### src/sv/tcphm_pkg.sv
// Shared types, constants and helpers for the TCP header match and checksum check.
package tcphm_pkg;

   localparam int unsigned BYTE_W    = 8;
   localparam int unsigned IDX_W     = 6;
   localparam int unsigned CSR_IDX_W = 3;
   localparam int unsigned CSR_DAT_W = 32;

   // Register indexes on the csr port
   localparam logic [CSR_IDX_W-1:0] CSR_SRC_PORT = 3'd0;
   localparam logic [CSR_IDX_W-1:0] CSR_DST_PORT = 3'd1;
   localparam logic [CSR_IDX_W-1:0] CSR_SEQ      = 3'd2;
   localparam logic [CSR_IDX_W-1:0] CSR_ACK      = 3'd3;
   localparam logic [CSR_IDX_W-1:0] CSR_FLAGS    = 3'd4;

   // Register reset values
   localparam logic [15:0] RST_SRC_PORT = 16'd1337;
   localparam logic [15:0] RST_DST_PORT = 16'd7331;
   localparam logic [31:0] RST_SEQ      = 32'd321342;
   localparam logic [31:0] RST_ACK      = 32'd81321;
   localparam logic [7:0]  RST_FLAGS    = 8'd4;

   // Frame byte offsets
   localparam logic [IDX_W-1:0] OFF_PROTO     = 6'd23;
   localparam logic [IDX_W-1:0] OFF_SRC_ADDR  = 6'd26;
   localparam logic [IDX_W-1:0] OFF_SRC_ADDR_END = 6'd29;
   localparam logic [IDX_W-1:0] OFF_SPORT     = 6'd34;
   localparam logic [IDX_W-1:0] OFF_SPORT_END = 6'd35;
   localparam logic [IDX_W-1:0] OFF_DPORT     = 6'd36;
   localparam logic [IDX_W-1:0] OFF_DPORT_END = 6'd37;
   localparam logic [IDX_W-1:0] OFF_SEQ       = 6'd38;
   localparam logic [IDX_W-1:0] OFF_SEQ_END   = 6'd41;
   localparam logic [IDX_W-1:0] OFF_ACK       = 6'd42;
   localparam logic [IDX_W-1:0] OFF_ACK_END   = 6'd45;
   localparam logic [IDX_W-1:0] OFF_FLAGS     = 6'd47;
   localparam logic [IDX_W-1:0] OFF_CSUM_HI   = 6'd50;
   localparam logic [IDX_W-1:0] OFF_CSUM_LO   = 6'd51;
   localparam logic [IDX_W-1:0] OFF_LAST      = 6'd53;
   localparam logic [IDX_W-1:0] FRAME_LEN     = 6'd54;
   localparam logic [IDX_W-1:0] IDX_MAX       = 6'd63;

   localparam logic [7:0]  PROTO_TCP  = 8'h06;
   // Pseudo-header protocol plus TCP length
   localparam logic [15:0] PSEUDO_ADD = 16'd26;

   typedef struct packed {
      logic [15:0] src_port;
      logic [15:0] dst_port;
      logic [31:0] seq;
      logic [31:0] ack;
      logic [7:0]  flags;
   } cfg_type;

   typedef struct packed {
      logic        length_ok;
      logic        header_match;
      logic        checksum_good;
      logic [31:0] source_address;
   } result_type;

   // Ones' complement add with end-around carry
   function automatic logic [15:0] ones_add(input logic [15:0] a, input logic [15:0] b);
      logic [16:0] s;
      logic [16:0] f;
      s = {1'b0, a} + {1'b0, b};
      f = {1'b0, s[15:0]} + {16'd0, s[16]};
      return f[15:0];
   endfunction

endpackage

### src/sv/tcphm_csr.sv
// Match registers written through the csr port.
module tcphm_csr import tcphm_pkg::*; (
   input  logic                 clock,
   input  logic                 reset,
   input  logic                 wr_en,
   input  logic [CSR_IDX_W-1:0] wr_index,
   input  logic [CSR_DAT_W-1:0] wr_data,
   output cfg_type              cfg
);

   cfg_type cfg_ff;
   cfg_type cfg_in;

   always_comb begin
      cfg_in = cfg_ff;
      if (wr_en) begin
         unique case (wr_index)
            CSR_SRC_PORT: cfg_in.src_port = wr_data[15:0];
            CSR_DST_PORT: cfg_in.dst_port = wr_data[15:0];
            CSR_SEQ:      cfg_in.seq      = wr_data;
            CSR_ACK:      cfg_in.ack      = wr_data;
            CSR_FLAGS:    cfg_in.flags    = wr_data[7:0];
            default:      cfg_in = cfg_ff; // unmapped index: drop the write
         endcase
      end
   end

   always_ff @(posedge clock) begin
      if (reset) begin
         cfg_ff <= '{src_port: RST_SRC_PORT, dst_port: RST_DST_PORT, seq: RST_SEQ,
                     ack: RST_ACK, flags: RST_FLAGS};
      end else begin
         cfg_ff <= cfg_in;
      end
   end

   assign cfg = cfg_ff;

endmodule

### src/sv/tcphm_frame.sv
// Per-byte frame tracking: field compare, checksum sum and end-of-frame verdict.
module tcphm_frame import tcphm_pkg::*; (
   input  logic              clock,
   input  logic              reset,
   input  logic              take,
   input  logic [BYTE_W-1:0] frame_byte,
   input  logic              last_of_frame,
   input  cfg_type           cfg,
   output result_type        result
);

   logic [IDX_W-1:0] byte_index_ff, byte_index_in;
   logic [15:0]      sum_acc_ff, sum_acc_in;
   logic [7:0]       held_high_byte_ff, held_high_byte_in;
   logic             fields_ok_ff, fields_ok_in;
   logic [31:0]      src_addr_ff, src_addr_in;
   logic [15:0]      rx_checksum_ff, rx_checksum_in;

   logic [IDX_W-1:0] rel;
   logic [7:0]       expect_byte;
   logic             check;
   logic [7:0]       sum_byte;
   logic [15:0]      sum_upd;
   logic [15:0]      total;
   logic             len_ok;

   always_comb begin
      rel         = '0;
      check       = 1'b1;
      expect_byte = '0;
      unique case (byte_index_ff) inside
         OFF_PROTO: expect_byte = PROTO_TCP;
         [OFF_SPORT:OFF_SPORT_END]: begin
            expect_byte = byte_index_ff[0] ? cfg.src_port[7:0] : cfg.src_port[15:8];
         end
         [OFF_DPORT:OFF_DPORT_END]: begin
            expect_byte = byte_index_ff[0] ? cfg.dst_port[7:0] : cfg.dst_port[15:8];
         end
         [OFF_SEQ:OFF_SEQ_END]: begin
            rel         = byte_index_ff - OFF_SEQ;
            expect_byte = cfg.seq[8*(3-rel[1:0]) +: 8];
         end
         [OFF_ACK:OFF_ACK_END]: begin
            rel         = byte_index_ff - OFF_ACK;
            expect_byte = cfg.ack[8*(3-rel[1:0]) +: 8];
         end
         OFF_FLAGS: expect_byte = cfg.flags;
         default:   check = 1'b0;
      endcase
   end

   always_comb begin
      fields_ok_in      = fields_ok_ff;
      src_addr_in       = src_addr_ff;
      rx_checksum_in    = rx_checksum_ff;
      held_high_byte_in = held_high_byte_ff;
      sum_acc_in        = sum_acc_ff;
      sum_byte          = frame_byte;
      sum_upd           = ones_add(sum_acc_ff, {held_high_byte_ff, sum_byte});

      if (check && (frame_byte != expect_byte)) begin
         fields_ok_in = 1'b0;
      end
      if (byte_index_ff >= OFF_SRC_ADDR && byte_index_ff <= OFF_SRC_ADDR_END) begin
         src_addr_in = {src_addr_ff[23:0], frame_byte};
      end
      if (byte_index_ff == OFF_CSUM_HI || byte_index_ff == OFF_CSUM_LO) begin
         rx_checksum_in = {rx_checksum_ff[7:0], frame_byte};
         sum_byte       = '0; // checksum field counts as zero
         sum_upd        = ones_add(sum_acc_ff, {held_high_byte_ff, sum_byte});
      end
      if (byte_index_ff >= OFF_SRC_ADDR && byte_index_ff < FRAME_LEN) begin
         if (!byte_index_ff[0]) begin
            held_high_byte_in = sum_byte;
         end else begin
            sum_acc_in        = sum_upd;
            held_high_byte_in = '0;
         end
      end

      byte_index_in = (byte_index_ff != IDX_MAX) ? byte_index_ff + 6'd1 : byte_index_ff;

      // Verdict uses this byte's updates
      len_ok                = (byte_index_ff == OFF_LAST);
      total                 = ones_add(sum_acc_in, PSEUDO_ADD);
      result.length_ok      = len_ok;
      result.header_match   = len_ok && fields_ok_in;
      result.checksum_good  = len_ok && ((~total) == rx_checksum_in);
      result.source_address = len_ok ? src_addr_in : '0;
   end

   always_ff @(posedge clock) begin
      if (reset || (take && last_of_frame)) begin
         byte_index_ff     <= '0;
         sum_acc_ff        <= '0;
         held_high_byte_ff <= '0;
         fields_ok_ff      <= 1'b1;
         src_addr_ff       <= '0;
         rx_checksum_ff    <= '0;
      end else if (take) begin
         byte_index_ff     <= byte_index_in;
         sum_acc_ff        <= sum_acc_in;
         held_high_byte_ff <= held_high_byte_in;
         fields_ok_ff      <= fields_ok_in;
         src_addr_ff       <= src_addr_in;
         rx_checksum_ff    <= rx_checksum_in;
      end
   end

endmodule

### src/sv/tcp_header_match_checksum_check.sv
// Top level: input register, frame checker and result register.
//
// Streams an Ethernet frame one byte per req beat, with req_last_of_frame on
// the final byte, and returns one rsp beat per frame. A frame passes the
// length check only at exactly 54 bytes; header_match additionally needs IP
// protocol 6 and TCP ports, sequence, acknowledgement and flags equal to the
// csr registers (index 0..4: src port, dst port, seq, ack, flags). The TCP
// checksum is summed over the pseudo-header and TCP header as bytes stream
// by, so the verdict is ready on the last byte. One byte is accepted every
// cycle while req_stall is low; the path is one input register and one result
// register, and the last byte of a frame passes both before rsp_valid rises.
// req_stall rises only when a last byte waits behind an undelivered result
// that rsp_stall holds.
// Write csr registers only between frames; csr_ready is always high.
module tcp_header_match_checksum_check import tcphm_pkg::*; (
   input  logic                 clock,
   input  logic                 reset,
   // request channel
   input  logic                 req_valid,
   output logic                 req_stall,
   input  logic [7:0]           req_frame_byte,
   input  logic                 req_last_of_frame,
   // response channel
   output logic                 rsp_valid,
   input  logic                 rsp_stall,
   output logic                 rsp_length_ok,
   output logic                 rsp_header_match,
   output logic                 rsp_checksum_good,
   output logic [31:0]          rsp_source_address,
   // configuration channel
   input  logic                 csr_valid,
   output logic                 csr_ready,
   input  logic [CSR_IDX_W-1:0] csr_index,
   input  logic [CSR_DAT_W-1:0] csr_data
);

   cfg_type    cfg;
   result_type result;

   // input register
   logic              in_vld_ff, in_vld_in;
   logic [BYTE_W-1:0] in_byte_ff;
   logic              in_last_ff;

   // result register
   logic       rsp_vld_ff, rsp_vld_in;
   result_type rsp_ff;

   logic advance;
   logic rsp_free;
   logic req_take;

   assign csr_ready = 1'b1;

   tcphm_csr u_csr (
      .clock    (clock),
      .reset    (reset),
      .wr_en    (csr_valid && csr_ready),
      .wr_index (csr_index),
      .wr_data  (csr_data),
      .cfg      (cfg)
   );

   // Result slot is free when empty or being taken this cycle
   assign rsp_free = !rsp_vld_ff || !rsp_stall;
   // A non-last beat never makes a result, so it always advances
   assign advance  = in_vld_ff && (!in_last_ff || rsp_free);
   assign req_stall = in_vld_ff && !advance;
   assign req_take  = req_valid && !req_stall;

   tcphm_frame u_frame (
      .clock         (clock),
      .reset         (reset),
      .take          (advance),
      .frame_byte    (in_byte_ff),
      .last_of_frame (in_last_ff),
      .cfg           (cfg),
      .result        (result)
   );

   always_comb begin
      in_vld_in = in_vld_ff;
      if (req_take) begin
         in_vld_in = 1'b1;
      end else if (advance) begin
         in_vld_in = 1'b0;
      end
   end

   always_comb begin
      rsp_vld_in = rsp_vld_ff;
      if (advance && in_last_ff) begin
         rsp_vld_in = 1'b1;
      end else if (rsp_vld_ff && !rsp_stall) begin
         rsp_vld_in = 1'b0;
      end
   end

   always_ff @(posedge clock) begin
      if (reset) begin
         in_vld_ff  <= 1'b0;
         rsp_vld_ff <= 1'b0;
      end else begin
         in_vld_ff  <= in_vld_in;
         rsp_vld_ff <= rsp_vld_in;
      end
   end

   // Payload: load the input beat on accept, the verdict on a last beat
   always_ff @(posedge clock) begin
      if (req_take) begin
         in_byte_ff <= req_frame_byte;
         in_last_ff <= req_last_of_frame;
      end
      if (advance && in_last_ff) begin
         rsp_ff <= result;
      end
   end

   assign rsp_valid          = rsp_vld_ff;
   assign rsp_length_ok      = rsp_ff.length_ok;
   assign rsp_header_match   = rsp_ff.header_match;
   assign rsp_checksum_good  = rsp_ff.checksum_good;
   assign rsp_source_address = rsp_ff.source_address;

   // Both registers empty right after reset
   a_reset_empty: assert property (@(posedge clock)
      reset |=> (!rsp_valid && !in_vld_ff))
      else $error("pipeline not empty after reset");

   // Stall only with a beat held in the input register
   a_stall_has_beat: assert property (@(posedge clock) disable iff (reset)
      req_stall |-> (in_vld_ff && in_last_ff && rsp_vld_ff))
      else $error("request stalled without a pending last beat");

   // Header match implies correct length
   a_match_needs_len: assert property (@(posedge clock) disable iff (reset)
      rsp_valid |-> (!rsp_header_match || rsp_length_ok))
      else $error("header match on wrong-length frame");

   // Wrong length reports zero checksum verdict and address
   a_bad_len_zero: assert property (@(posedge clock) disable iff (reset)
      (rsp_valid && !rsp_length_ok) |-> (!rsp_checksum_good && rsp_source_address == '0))
      else $error("wrong-length frame reports checksum or address");

   // A result held under stall blocks the next last beat from overwriting it
   a_no_overwrite: assert property (@(posedge clock) disable iff (reset)
      (rsp_valid && rsp_stall) |-> !(advance && in_last_ff))
      else $error("pending result overwritten");

endmodule

### config.mk
export PLATFORM = sky130hd
export DESIGN_NAME = tcp_header_match_checksum_check
export DESIGN_NICKNAME = d
export VERILOG_FILES = /design/src/sv/tcphm_pkg.sv /design/src/sv/tcphm_csr.sv /design/src/sv/tcphm_frame.sv /design/src/sv/tcp_header_match_checksum_check.sv
export SDC_FILE = /design/constraint.sdc
export NUM_CORES = 1
export LEC_CHECK = 0
export BUFFER_PORTS_ARGS = -buffer_cell sky130_fd_sc_hd__buf_2
export CORE_MARGIN = 4
export CORE_UTILIZATION = 60
export DETAILED_ROUTE_END_ITERATION = 6
export PLACE_DENSITY_LB_ADDON = 0.1
export SETUP_SLACK_MARGIN = 0.02
export SYNTH_ARGS = -nofsm -noshare
export SYNTH_HDL_FRONTEND = slang
export SYNTH_SLANG_ARGS = --single-unit
### constraint.sdc
create_clock -name clock -period 6.9 [get_ports clock]
set_input_delay 0.69 -clock clock [delete_from_list [all_inputs] [get_ports clock]]
set_output_delay 0.69 -clock clock [all_outputs]
set_load 0.1 [all_outputs]
Word level (Yosys, flattened, before mapping). Index checks and enable logic that the tools add are counted.

$add $sub $neg: 11. Order comparisons: 11. Equality and inequality tests: 12. Shift-type cells: 2. Multiplexer cells: 16. Bitwise operators: 1. Reductions and logical operators: 34.

Operators with widths (number): variable part select 32 x 33 -> 8 bit (2); 2-to-1 mux 16 bit (4); adder 16 x 1 -> 16 bit (3); case mux 8 bit (6 select lines) (1); adder 16 x 16 -> 17 bit (2); 2-to-1 mux 32 bit (1); 2-to-1 mux 8 bit (4); equality test 6 bit, second input constant (4); greater-or-equal comparator 6 bit, second input constant (4); less-or-equal comparator 6 bit, second input constant (4); adder 16 x 5 -> 17 bit, second input constant (1); equality test 16 bit (1); NOT 16 bit (1); logical AND 1 bit (14); AND reduction 2 bit (7); != test 8 bit (1); adder 6 x 1 -> 6 bit, second input constant (1); equality test 3 x 2 -> 1 bit, second input constant (2); equality test 6 x 5 -> 1 bit, second input constant (1); greater-or-equal comparator 6 x 5 -> 1 bit, second input constant (1); less-or-equal comparator 6 x 5 -> 1 bit, second input constant (1); < comparator 6 bit, second input constant (1); 2-to-1 mux 1 bit (6); != test 6 bit, second input constant (1); other kinds (9) (19).

Register bits after elaboration: 229. Output and inout port bits: 38.

Logic depth before layout (Yosys ltp). Gate-level depths: netlist (run 1).

Word-level depth: 10. Gate-level depth with buffers: 30. Mapped depth without buffers: 30.

Hierarchy. From an unflattened synthesis (run 1), not the netlist that was laid out.

Cells, all modules: 1443. Area, all modules: 12904.9 um^2.

Modules (own cells, without submodules): tcphm_frame (instances 1, cells an instance 987, area each 7293.2 um^2); tcphm_csr (instances 1, cells an instance 397, area each 4186.5 um^2); tcp_header_match_checksum_check (instances 1, cells an instance 59, area each 1425.1 um^2).

Worst setup path before layout (run 1). OpenSTA, ideal clock, no wires.

Path kind: reg-to-reg. Start point: register in_byte_ff[6]. End point: register rsp_ff, in the netlist rsp_checksum_good (data pin). Setup time: 133 ps. Arrival time: 6161 ps. Slack: 606 ps. Stages on the path, launching flop included: 30. Cell sequence: edfxtp_1 ha_1 buf_2 nand4_1 o221ai_1 o21ai_0 a21oi_1 o21a_1 o21ai_0 nand2b_1 ha_1 o2111ai_2 nor4_4 nand4_4 nor3_1 nand4_1 xnor2_1 a222oi_1 nor4_1 and2_1 ha_1 ha_1 nor3b_1 and2_1 nand2_1 or4b_1 a211oi_1 o21ai_0 a2111oi_2 o221a_1.

RTL lines: start: declaration (line tcp_header_match_checksum_check.sv:42) `logic [BYTE_W-1:0] in_byte_ff;`; start signal: assignment (line tcp_header_match_checksum_check.sv:112) `in_byte_ff <= req_frame_byte;`; end signal: assignment (line tcp_header_match_checksum_check.sv:116) `rsp_ff <= result;`; end: declaration (line tcp_header_match_checksum_check.sv:47) `result_type rsp_ff;`.

==> reports/metrics.cfg, run 1 <==
[cts]
cts_buffer_depth = 3
clock_latency_ns = 0.53
ctsHoldBuffers = 0
cts_buffers = 25
cts.sinks = 229
cts_tree = built
cts_root_buffer = clkbuf_16
htree_levels = 1
path_clk_slew_ns = 0.07

[critical_path]
cp.arrival_ns = 7.00
crit_path_end_kind = register
criticalPathCategory = register to register
slowest_stage = ha_2
reg2reg_from = u_frame.sum_acc_ff[3]
required_ns = 7.30
start_kind = register
max_stage_delay_ns = 0.50
cp_max_fo = 8
crit_start = u_frame.sum_acc_ff[3]

[floorplanning]
chipWidth_um = 154
start_util_pct = 61.0
placement_rows = 53
fp.dieH_um = 154
io_pins = 87
die_area_mm2 = 0.0238
fp.coreArea_mm2 = 0.0210

[power_and_ir_drop]
vdd_ir_drop_max_v = 0.000190
p_sw_w = 0.000750
cellPowerDensity_mw_per_mm2 = 205
power_frac_clock_pct = 43.6
p_leak_nw = 5.35
p_seq_share_pct = 47.0
p_int_w = 0.00223
sw_frac_of_total_pct = 25.1
comb_power_share_pct = 9.4

[placed_design]
place_ws_ns = 0.220
dpl-instance-area_mm2 = 0.0136
gp_congestion = 0.929
dpl.hpwl_um = 24700
port-buffer-count = 85

[layout]
synthToLayoutAreaGrowth_pct = 13.6
design_area_mm2 = 0.0146
fillers = 1729
drive_gt1_share_pct = 15.5
fin_nets = 1710

[synthesis]
synth_fp_nets = 1634
yosys.cell_types.count = 100
synthCells = 1555
netlist_area_mm2 = 0.0128
ys_ff_latch = 229
synth_top_flop_cell = dfxtp_1
synth_edf_count = 44
avgSynthCellArea_um2 = 8.25
synthArstFlopShare_pct = 0
ys_warn_count = 0
synth.yosys.seq_area_share_pct = 39.2

[sta]
finalHoldViolCount = 0
fmax_mhz = 152
worst_clock_skew_ns = 0.0200
max_slew_margin_pct = 28.5
tightest_slew_ns = 1.07
post-route-period-util_pct = 95.6
fin_ws_ns = 0.301
period_minus_slack_ns = 6.60
slew_viol_final = 0
setup_viol = 0

[global_routing]
grt_pass1_vias = 10753
overflow = 0
grt_start_max_net_pins = 108
antenna_found_initial = 2
grt_pass1_wl_um = 56400
track_usage_pct = 28.8

[route]
dr.pass1.iters = 6
routed_wl_um = 35800
drc_errors = 0
drtIter0Drc = 947
viasPerCell = 6.02
detail-route-antenna-nets = 0
post_drt_wl_per_cell_um = 18.6
vias = 11604

[run]
maxCapViolations = 0

[min_path]
hp-class = input pin to register
worstHoldStart = req_last_of_frame

[run_status]
status = completed

[kinds of logic after synthesis]
kind of cell	count (synthesis)	synth area share, %
AOI/OAI and AO/OA	361	17.7
xor gates and xnor gates	69	5.10
other	1	0.0292
adders and majority gates	30	3.04
DFF	229	39.2
muxes	61	6.23
and+or+nand+nor	693	25.0
buffers and inverters	111	3.71
[final timing paths]
path,to,slack [ns],cells after the start
worst max register to register,rsp_checksum_good,0.30,29
worst min-delay path,in_last_ff,0.33,1
worst min register to register,u_csr.cfg[6],0.45,2
worst max-delay path,rsp_checksum_good,0.30,29
[Yosys cell counts (all sizes together), types with 13 or more instances]
master,n,area [um2]
edfxtp,44,1320
xnor2,50,445
and3,13,81.3
nand3b,39,293
inv,16,60.1
mux4,15,338
nor2,63,236
a211oi,19,158
nand3,26,135
xor2,16,140
buf,19,130
clkbuf,76,285
mux2i,45,450
nand4,16,115
a21oi,206,1050
nor3,19,128
nand2,446,1670
ha,28,350
o21ai,35,183
dfxtp,185,3700
[state kept, by name, indices dropped and copies added, names as in the netlist]
name,flops
in_last_ff,1
u_frame.src_addr_ff,32
u_frame.held_high_byte_ff,8
rsp_checksum_good,1
u_frame.sum_acc_ff,16
in_vld_ff,1
rsp_header_match,1
in_byte_ff,8
u_frame.rx_checksum_ff,16
rsp_valid,1
rsp_length_ok,1
u_frame.fields_ok_ff,1
u_frame.byte_index_ff,6
rsp_source_address,32
u_csr.cfg,104
[cell type report]
cell class	count	area [um2]	area share, %
Antenna cell	2	5.00	0.0343
Clock buffer	35	693	4.76
Clock inverter	11	105	0.721
Inverter	16	60.1	0.412
Multi-Input combinational cell	1215	7470	51.3
Sequential cell	229	5020	34.5
Tap cell	275	344	2.36
Timing Repair Buffer	144	868	5.96
[power by group through the flow]
| stage | Combinational (W) | Clock, W | Sequential, W |
|---|---|---|---|
| finish | 0.000282 | 0.00130 | 0.00140 |
| global route | 0.000303 | 0.00138 | 0.00140 |
| CTS | 0.000273 | 0.00132 | 0.00140 |
| detailed placement | 0.000272 | 0 | 0.00143 |
| global placement | 0.000269 | 0 | 0.00143 |
| floorplan | 0.000175 | 0 | 0.00144 |
[layout by cell type, fill, tap and decap left out, drive strengths merged, types with 6 or more instances in the layout]
| cell type | count |
|---|---|
| a211oi | 19 |
| o211ai | 8 |
| dfxtp | 185 |
| and3 | 13 |
| ha | 28 |
| nand2b | 8 |
| inv | 19 |
| xor2 | 16 |
| o21a | 8 |
| xnor2 | 50 |
| edfxtp | 44 |
| buf | 144 |
| nand3b | 39 |
| or2 | 7 |
| nand2 | 446 |
| o221ai | 6 |
| and2 | 12 |
| nand4 | 16 |
| a31oi | 6 |
| o22ai | 11 |
| or3 | 8 |
| nand3 | 26 |
| nor2 | 63 |
| a21o | 10 |
| mux4 | 15 |
| nor3 | 19 |
| a21oi | 206 |
| o2111ai | 7 |
| mux2i | 45 |
| o21ai | 35 |
| nor4 | 11 |
| clkbuf | 35 |
[layer usage]
layer	GRT usage (%)	up-vias	share of wire [%]
li1	-	5622	-
met1	38.4	5474	42
met2	47.5	413	48
met3	3.33	95	5.6
met4	12.7	0	4.7
met5	0	-	0
[what timing repair did]
item                       CTS  global route
setup buffers                0            10
hold endpoints to repair     0             0
gates resized for setup      0            28
setup endpoints to repair    0             1
[metrics by stage]
| step | total power (W) | instances | hold WS (ns) | util, % | TNS (ns) |
|---|---|---|---|---|---|
| 6_report | 0.00298 | 1927 | 0.333 | 69.3 | 0 |
| 5_1_grt | 0.00308 | 1927 | 0.309 | 69.3 | -0.00156 |
| 4_1_cts | 0.00299 | 1915 | 0.309 | 68.3 | 0 |
| 3_5_place_dp | 0.00170 | 1869 | 0.446 | 64.5 | 0 |
| 3_3_place_gp | 0.00170 | 1869 | 0.440 | 64.5 | 0 |
| 2_1_floorplan | 0.00161 | 1555 | 0.433 | - | 0 |
[critical path, delay by kind of cell (launching register included)]
family	cells	cell delay (ns)
DFF	1	0.39
xor gates and xnor gates	1	0.16
and+or+nand+nor	12	2.44
AOI/OAI and AO/OA	11	2.16
buffers and inverters	1	0.20
adders and majority gates	4	1.09
No activity file was read; power rests on OpenSTA's default activity.
==> run 2: changes to the inputs <==
Settings changed: CORE_UTILIZATION 60 to 35, PLACE_DENSITY_LB_ADDON 0.1 to not set.
==> run 2 against run 1 <==
Via count shrank 2.6%; global-route usage shrank 11 points; largest power group unchanged; count of clock-buffer cells in the layout shrank 1; critical path depth is the same; register-to-register slack gained 0.05 ns; first-iteration DRC count shrank 23%; clock power grew 8%; critical path type unchanged; non-clock buffer count shrank 7.
==> reports/metrics.cfg, run 2 (synthesis gave the netlist of run 1 again) <==
[route]
post_drt_wl_per_cell_um = 17.3
drtIter0Drc = 731
detail-route-antenna-nets = 0
routed_wl_um = 36400
dr.pass1.iters = 5
vias = 11298
drc_errors = 0
viasPerCell = 5.37

[cts]
path_clk_slew_ns = 0.06
cts.sinks = 229
cts_root_buffer = clkbuf_16
ctsHoldBuffers = 0
htree_levels = 1
cts_buffers = 25
cts_tree = built
clock_latency_ns = 0.55
cts_buffer_depth = 3

[sta]
post-route-period-util_pct = 94.9
finalHoldViolCount = 0
finalSetupTns_ns = 0
setup_viol = 0
period_minus_slack_ns = 6.55
fmax_mhz = 153
rsz0062_at_grt = no
slew_viol_final = 0
worst_clock_skew_ns = 0.0176
tightest_slew_ns = 1.16
max_slew_margin_pct = 22.5

[layout]
drive_gt1_share_pct = 15.5
synthToLayoutAreaGrowth_pct = 15.3
design_area_mm2 = 0.0148
largest_register_ffs = 104
layout_common_cells = nand2_1 (446), a21oi_1 (203), dfxtp_1 (185)
fin_nets = 1703
instances_no_fill = 2105
final_common_cell = nand2_1
fin_util_pct = 41.3
fillers = 3642

[critical_path]
cp.arrival_ns = 6.95
start_kind = register
required_ns = 7.31
criticalPathCategory = register to register
path_common_cell = ha_1
regToRegSetupSlack_ns = 0.35
crit_path_end_kind = register
max_stage_delay_ns = 0.46
slowest_stage = or4b_1
cp_max_fo = 9

[floorplanning]
placement_rows = 69
fp.coreArea_mm2 = 0.0358
die_area_mm2 = 0.0398
start_util_pct = 35.8
fp.dieH_um = 199
chipWidth_um = 199
io_pins = 87

[global_routing]
grt_pass1_wl_um = 57800
overflow = 0
track_usage_pct = 17.8
grt_start_max_net_pins = 108
grt_pass1_vias = 10791
antenna_found_initial = 3

[run]
maxCapViolations = 0

[placed_design]
dpl-instance-area_mm2 = 0.0138
dpl.hpwl_um = 25600
port-buffer-count = 85
place_inst = 2053
gp_congestion = 0.897

[run_status]
status = completed

[power_and_ir_drop]
vdd_ir_drop_max_v = 0.000164
p_leak_nw = 5.35
finalPower_w = 0.00307
cellPowerDensity_mw_per_mm2 = 208

[min_path]
hp-class = input pin to register

-- run 2: cell count changes in the layout (fill, tap and decap cells not counted), sizes merged --
cell	change
diode	-1
clkinv	-1
buf	-7
clkbuf	-1
bufinv	+1
clkinvlp	+1
-- run 2: per-stage QoR --
step	hold slack [ns]	setup slack [ns]
6_report	0.315	0.354
5_1_grt	0.295	0.0318
4_1_cts	0.292	0.0367
3_5_place_dp	0.445	0.0332
3_3_place_gp	0.438	0.311
2_1_floorplan	0.433	0.606
-- run 2: power by group --
group / leakage [nW] / internal, W / total [W] / switching [W]
Combinational: 2.95 / 0.0000987 / 0.000275 / 0.000177
Clock: 0.418 / 0.000815 / 0.00140 / 0.000580
Sequential: 1.98 / 0.00139 / 0.00140 / 0.0000169
Total: 5.35 / 0.00230 / 0.00307 / 0.000773
-- run 2: layer usage --
| metal | part of all wire (%) | GRT usage (%) | vias up |
|---|---|---|---|
| met5 | 0.033 | 0 | - |
| met4 | 2.4 | 4.28 | 2 |
| met3 | 6.3 | 3.25 | 61 |
| met2 | 47 | 29.6 | 314 |
| met1 | 44 | 24.2 | 5316 |
| li1 | - | - | 5605 |
-- run 2: area by class of cell --
class                           count  area [um2]  share of cell area [%]
Sequential cell                   229        5020                    34.0
Clock buffer                       34         719                    4.86
Timing Repair Buffer              137         816                    5.52
Tap cell                          461         577                    3.90
Inverter                           16        60.1                   0.406
Antenna cell                        1        2.50                  0.0169
Multi-Input combinational cell   1215        7450                    50.3
Clock inverter                     12         144                   0.973
-- run 2: what timing repair did --
| action | in CTS | in global routing |
|---|---|---|
| endpoints found under the setup margin | 0 | 1 |
| buffers inserted | 0 | 5 |
| gates resized for setup | 0 | 21 |
-- run 2: path summary, 6_finish.rpt --
check | from | to | cells after the start
setup / recovery | in_byte_ff[7] | rsp_checksum_good | 29
hold / removal | req_last_of_frame | in_last_ff | 1
setup reg to reg | in_byte_ff[7] | rsp_checksum_good | 29
hold reg to reg | u_csr.cfg[101] | u_csr.cfg[101] | 2
-- run 2: critical path: cells and delay by family (launching register included) --
family / cells / cell delay [ns]
xor gates and xnor gates: 1 / 0.16
buffers and inverters: 1 / 0.18
DFF: 1 / 0.44
AOI/OAI and AO/OA: 11 / 2.14
adders and majority gates: 4 / 0.97
and+or+nand+nor: 12 / 2.52
==> run 3: changes to the inputs <==
Settings changed: ABC_AREA set to 1.
==> run 3 against run 2 <==
Critical path depth increased by 14; clock skew shrank 0.0078 ns; flip-flop and latch count is the same; total power increased by 11%; register-to-register slack better by 0.40 ns; worst setup slack better by 0.40 ns; clock power is 10% higher; fmax increased by 6.5%.
==> reports/metrics.cfg, run 3 <==
[min_path]
worstHoldStart = req_frame_byte[7]
hold_depth = 1
holdPathEnd = in_byte_ff[7]
hp-class = input pin to register

[layout]
n_antenna_cell = 0
synthToLayoutAreaGrowth_pct = 13.6
drive_gt1_share_pct = 10.2
layout_common_cells = nand2_1 (591), nor2_1 (243), inv_1 (234)
fillers = 3972
fin_nets = 2151
design_area_mm2 = 0.0151
fin_util_pct = 40.2
largest_register_ffs = 104
final_common_cell = nand2_1

[floorplanning]
io_pins = 87
die_area_mm2 = 0.0412
chipWidth_um = 203
start_util_pct = 35.4
fp.coreArea_mm2 = 0.0376
placement_rows = 71
fp.dieH_um = 203

[synthesis]
synthTopCellsByArea = dfxtp_1 (28%), nand2_1 (17%), edfxtp_1 (9.9%), nor2_1 (6.9%), inv_1 (6.7%)
synth.yosys.seq_area_share_pct = 37.8
synth_top_flop_cell = dfxtp_1
yosys.cell_types.count = 51
synth_fp_nets = 2105
synth_largest_area_cell = dfxtp_1
synth_edf_count = 44
synth.most_common_cell = nand2_1
ys_ff_latch = 229
synthArstFlopShare_pct = 0
synthCells = 2026
avgSynthCellArea_um2 = 6.57
synth_commonest_cells = nand2_1 (592), nor2_1 (243), inv_1 (236), dfxtp_1 (185), o21ai_0 (155)
netlist_area_mm2 = 0.0133
ys_warn_count = 0
synth.top_cell.area_share_pct = 27.8

[power_and_ir_drop]
vdd_ir_drop_max_v = 0.000176
finalPower_w = 0.00341
p_leak_nw = 7.18
cellPowerDensity_mw_per_mm2 = 225

[global_routing]
grt_pass1_wl_um = 63300
top_usage_layer = met2
overflow = 0
use_met2_pct = 31.2
met3_usage_pct = 2.32
grt_use_met1_pct = 25.7
antenna_found_initial = 0
grt_pass1_vias = 11971
track_usage_pct = 18.7
grt_start_max_net_pins = 103

[critical_path]
regToRegSetupSlack_ns = 0.75
max_stage_delay_ns = 0.55
cp.arrival_ns = 6.44
reg2reg_from = in_byte_ff[3]
required_ns = 7.19
cp_max_fo = 6
slowest_stage = edfxtp_1
crit_start = in_byte_ff[3]
r2r_cells = 43
r2r_end = rsp_checksum_good
start_kind = register
criticalPathCategory = register to register
crit_path_end_kind = register
path_common_cell = nand2_1

[sta]
period_minus_slack_ns = 6.15
max_slew_margin_pct = 20.6
tightest_slew_ns = 1.19
setup_viol = 0
worst_clock_skew_ns = 0.00979
finalHoldViolCount = 0
post-route-period-util_pct = 89.1
finalSetupTns_ns = 0
rsz0062_at_grt = no
fin_ws_ns = 0.753
fmax_mhz = 163
slew_viol_final = 0

[cts]
cts_resized = 0
clock_latency_ns = 0.54
cts_root_buffer = clkbuf_16
cts_setup_buffers = 0
cts_buffer_depth = 3
htree_levels = 1
path_clk_slew_ns = 0.06
cts.sinks = 229
cts_buffers = 27
ctsHoldBuffers = 0
cts_tree = built

[placed_design]
place_ws_ns = 0.788
gp_congestion = 0.935
dpl-instance-area_mm2 = 0.0142
port-buffer-count = 85
dpl.hpwl_um = 28100

[route]
detail-route-antenna-nets = 0
routed_wl_um = 39600
post_drt_wl_per_cell_um = 15.2
drc_errors = 0
viasPerCell = 5.04
drtIter0Drc = 1113
vias = 13109
dr.pass1.iters = 5

[run_status]
status = completed

[run]
maxCapViolations = 0

run 3: metal layers:
metal  vias to the layer above  wire length, um
met4                         0             1040
li1                       6611                -
met3                        72             2220
met2                       368            18400
met5                         -                0
met1                      6058            18000
run 3: cell families after synthesis:
kind of cell    after synthesis  share of synthesized area (%)
compound gates              346                           14.9
xor+xnor                     20                           1.32
fa+ha+maj                    30                           2.93
buf+inv                     341                           9.82
flops                       229                           37.8
mux                           2                          0.150
other cells                   1                         0.0282
simple gates               1057                           33.1
run 3: stage by stage:
step                instances  hold WS (ns)
floorplan                2026         0.421
global placement         2554         0.431
detailed placement       2554         0.435
CTS                      2601         0.324
global route             2601         0.321
finish                   2601         0.341
run 3: final cells by class:
class                   instances  area (um2)  share of cell area, %
multi-input cells            1456        6980                   46.2
flip-flops and latches        229        5020                   33.2
inverters                     257         965                   6.38
clock buffers                  37         805                   5.32
well taps                     511         639                   4.23
repair buffers                101         546                   3.61
clock inverters                10         156                   1.03
run 3: critical path: cells and delay by family, from the launching register on:
kind / cells / cell delay (ns)
buffers and inverters: 3 / 0.19
AO/OA/AOI/OAI: 2 / 0.62
flip-flops: 1 / 0.55
adder cells (fa/ha/maj): 4 / 1.08
AND/OR/NAND/NOR: 34 / 3.48
run 3: worst max-delay path by stage:
stage / slack, ns / endpoint
2_1_floorplan: 1.94 / rsp_checksum_good
3_3_place_gp: 0.93 / rsp_checksum_good
3_5_place_dp: 0.79 / rsp_checksum_good
4_1_cts: 0.76 / rsp_checksum_good
5_1_grt: 0.03 / rsp_checksum_good
6_report: 0.75 / rsp_checksum_good
run 3: report_power, final:
group	internal, W	total (W)	switching [W]
registers	0.00142	0.00146	0.0000405
clock network	0.000959	0.00154	0.000578
logic	0.000121	0.000416	0.000296
total	0.00249	0.00341	0.000914
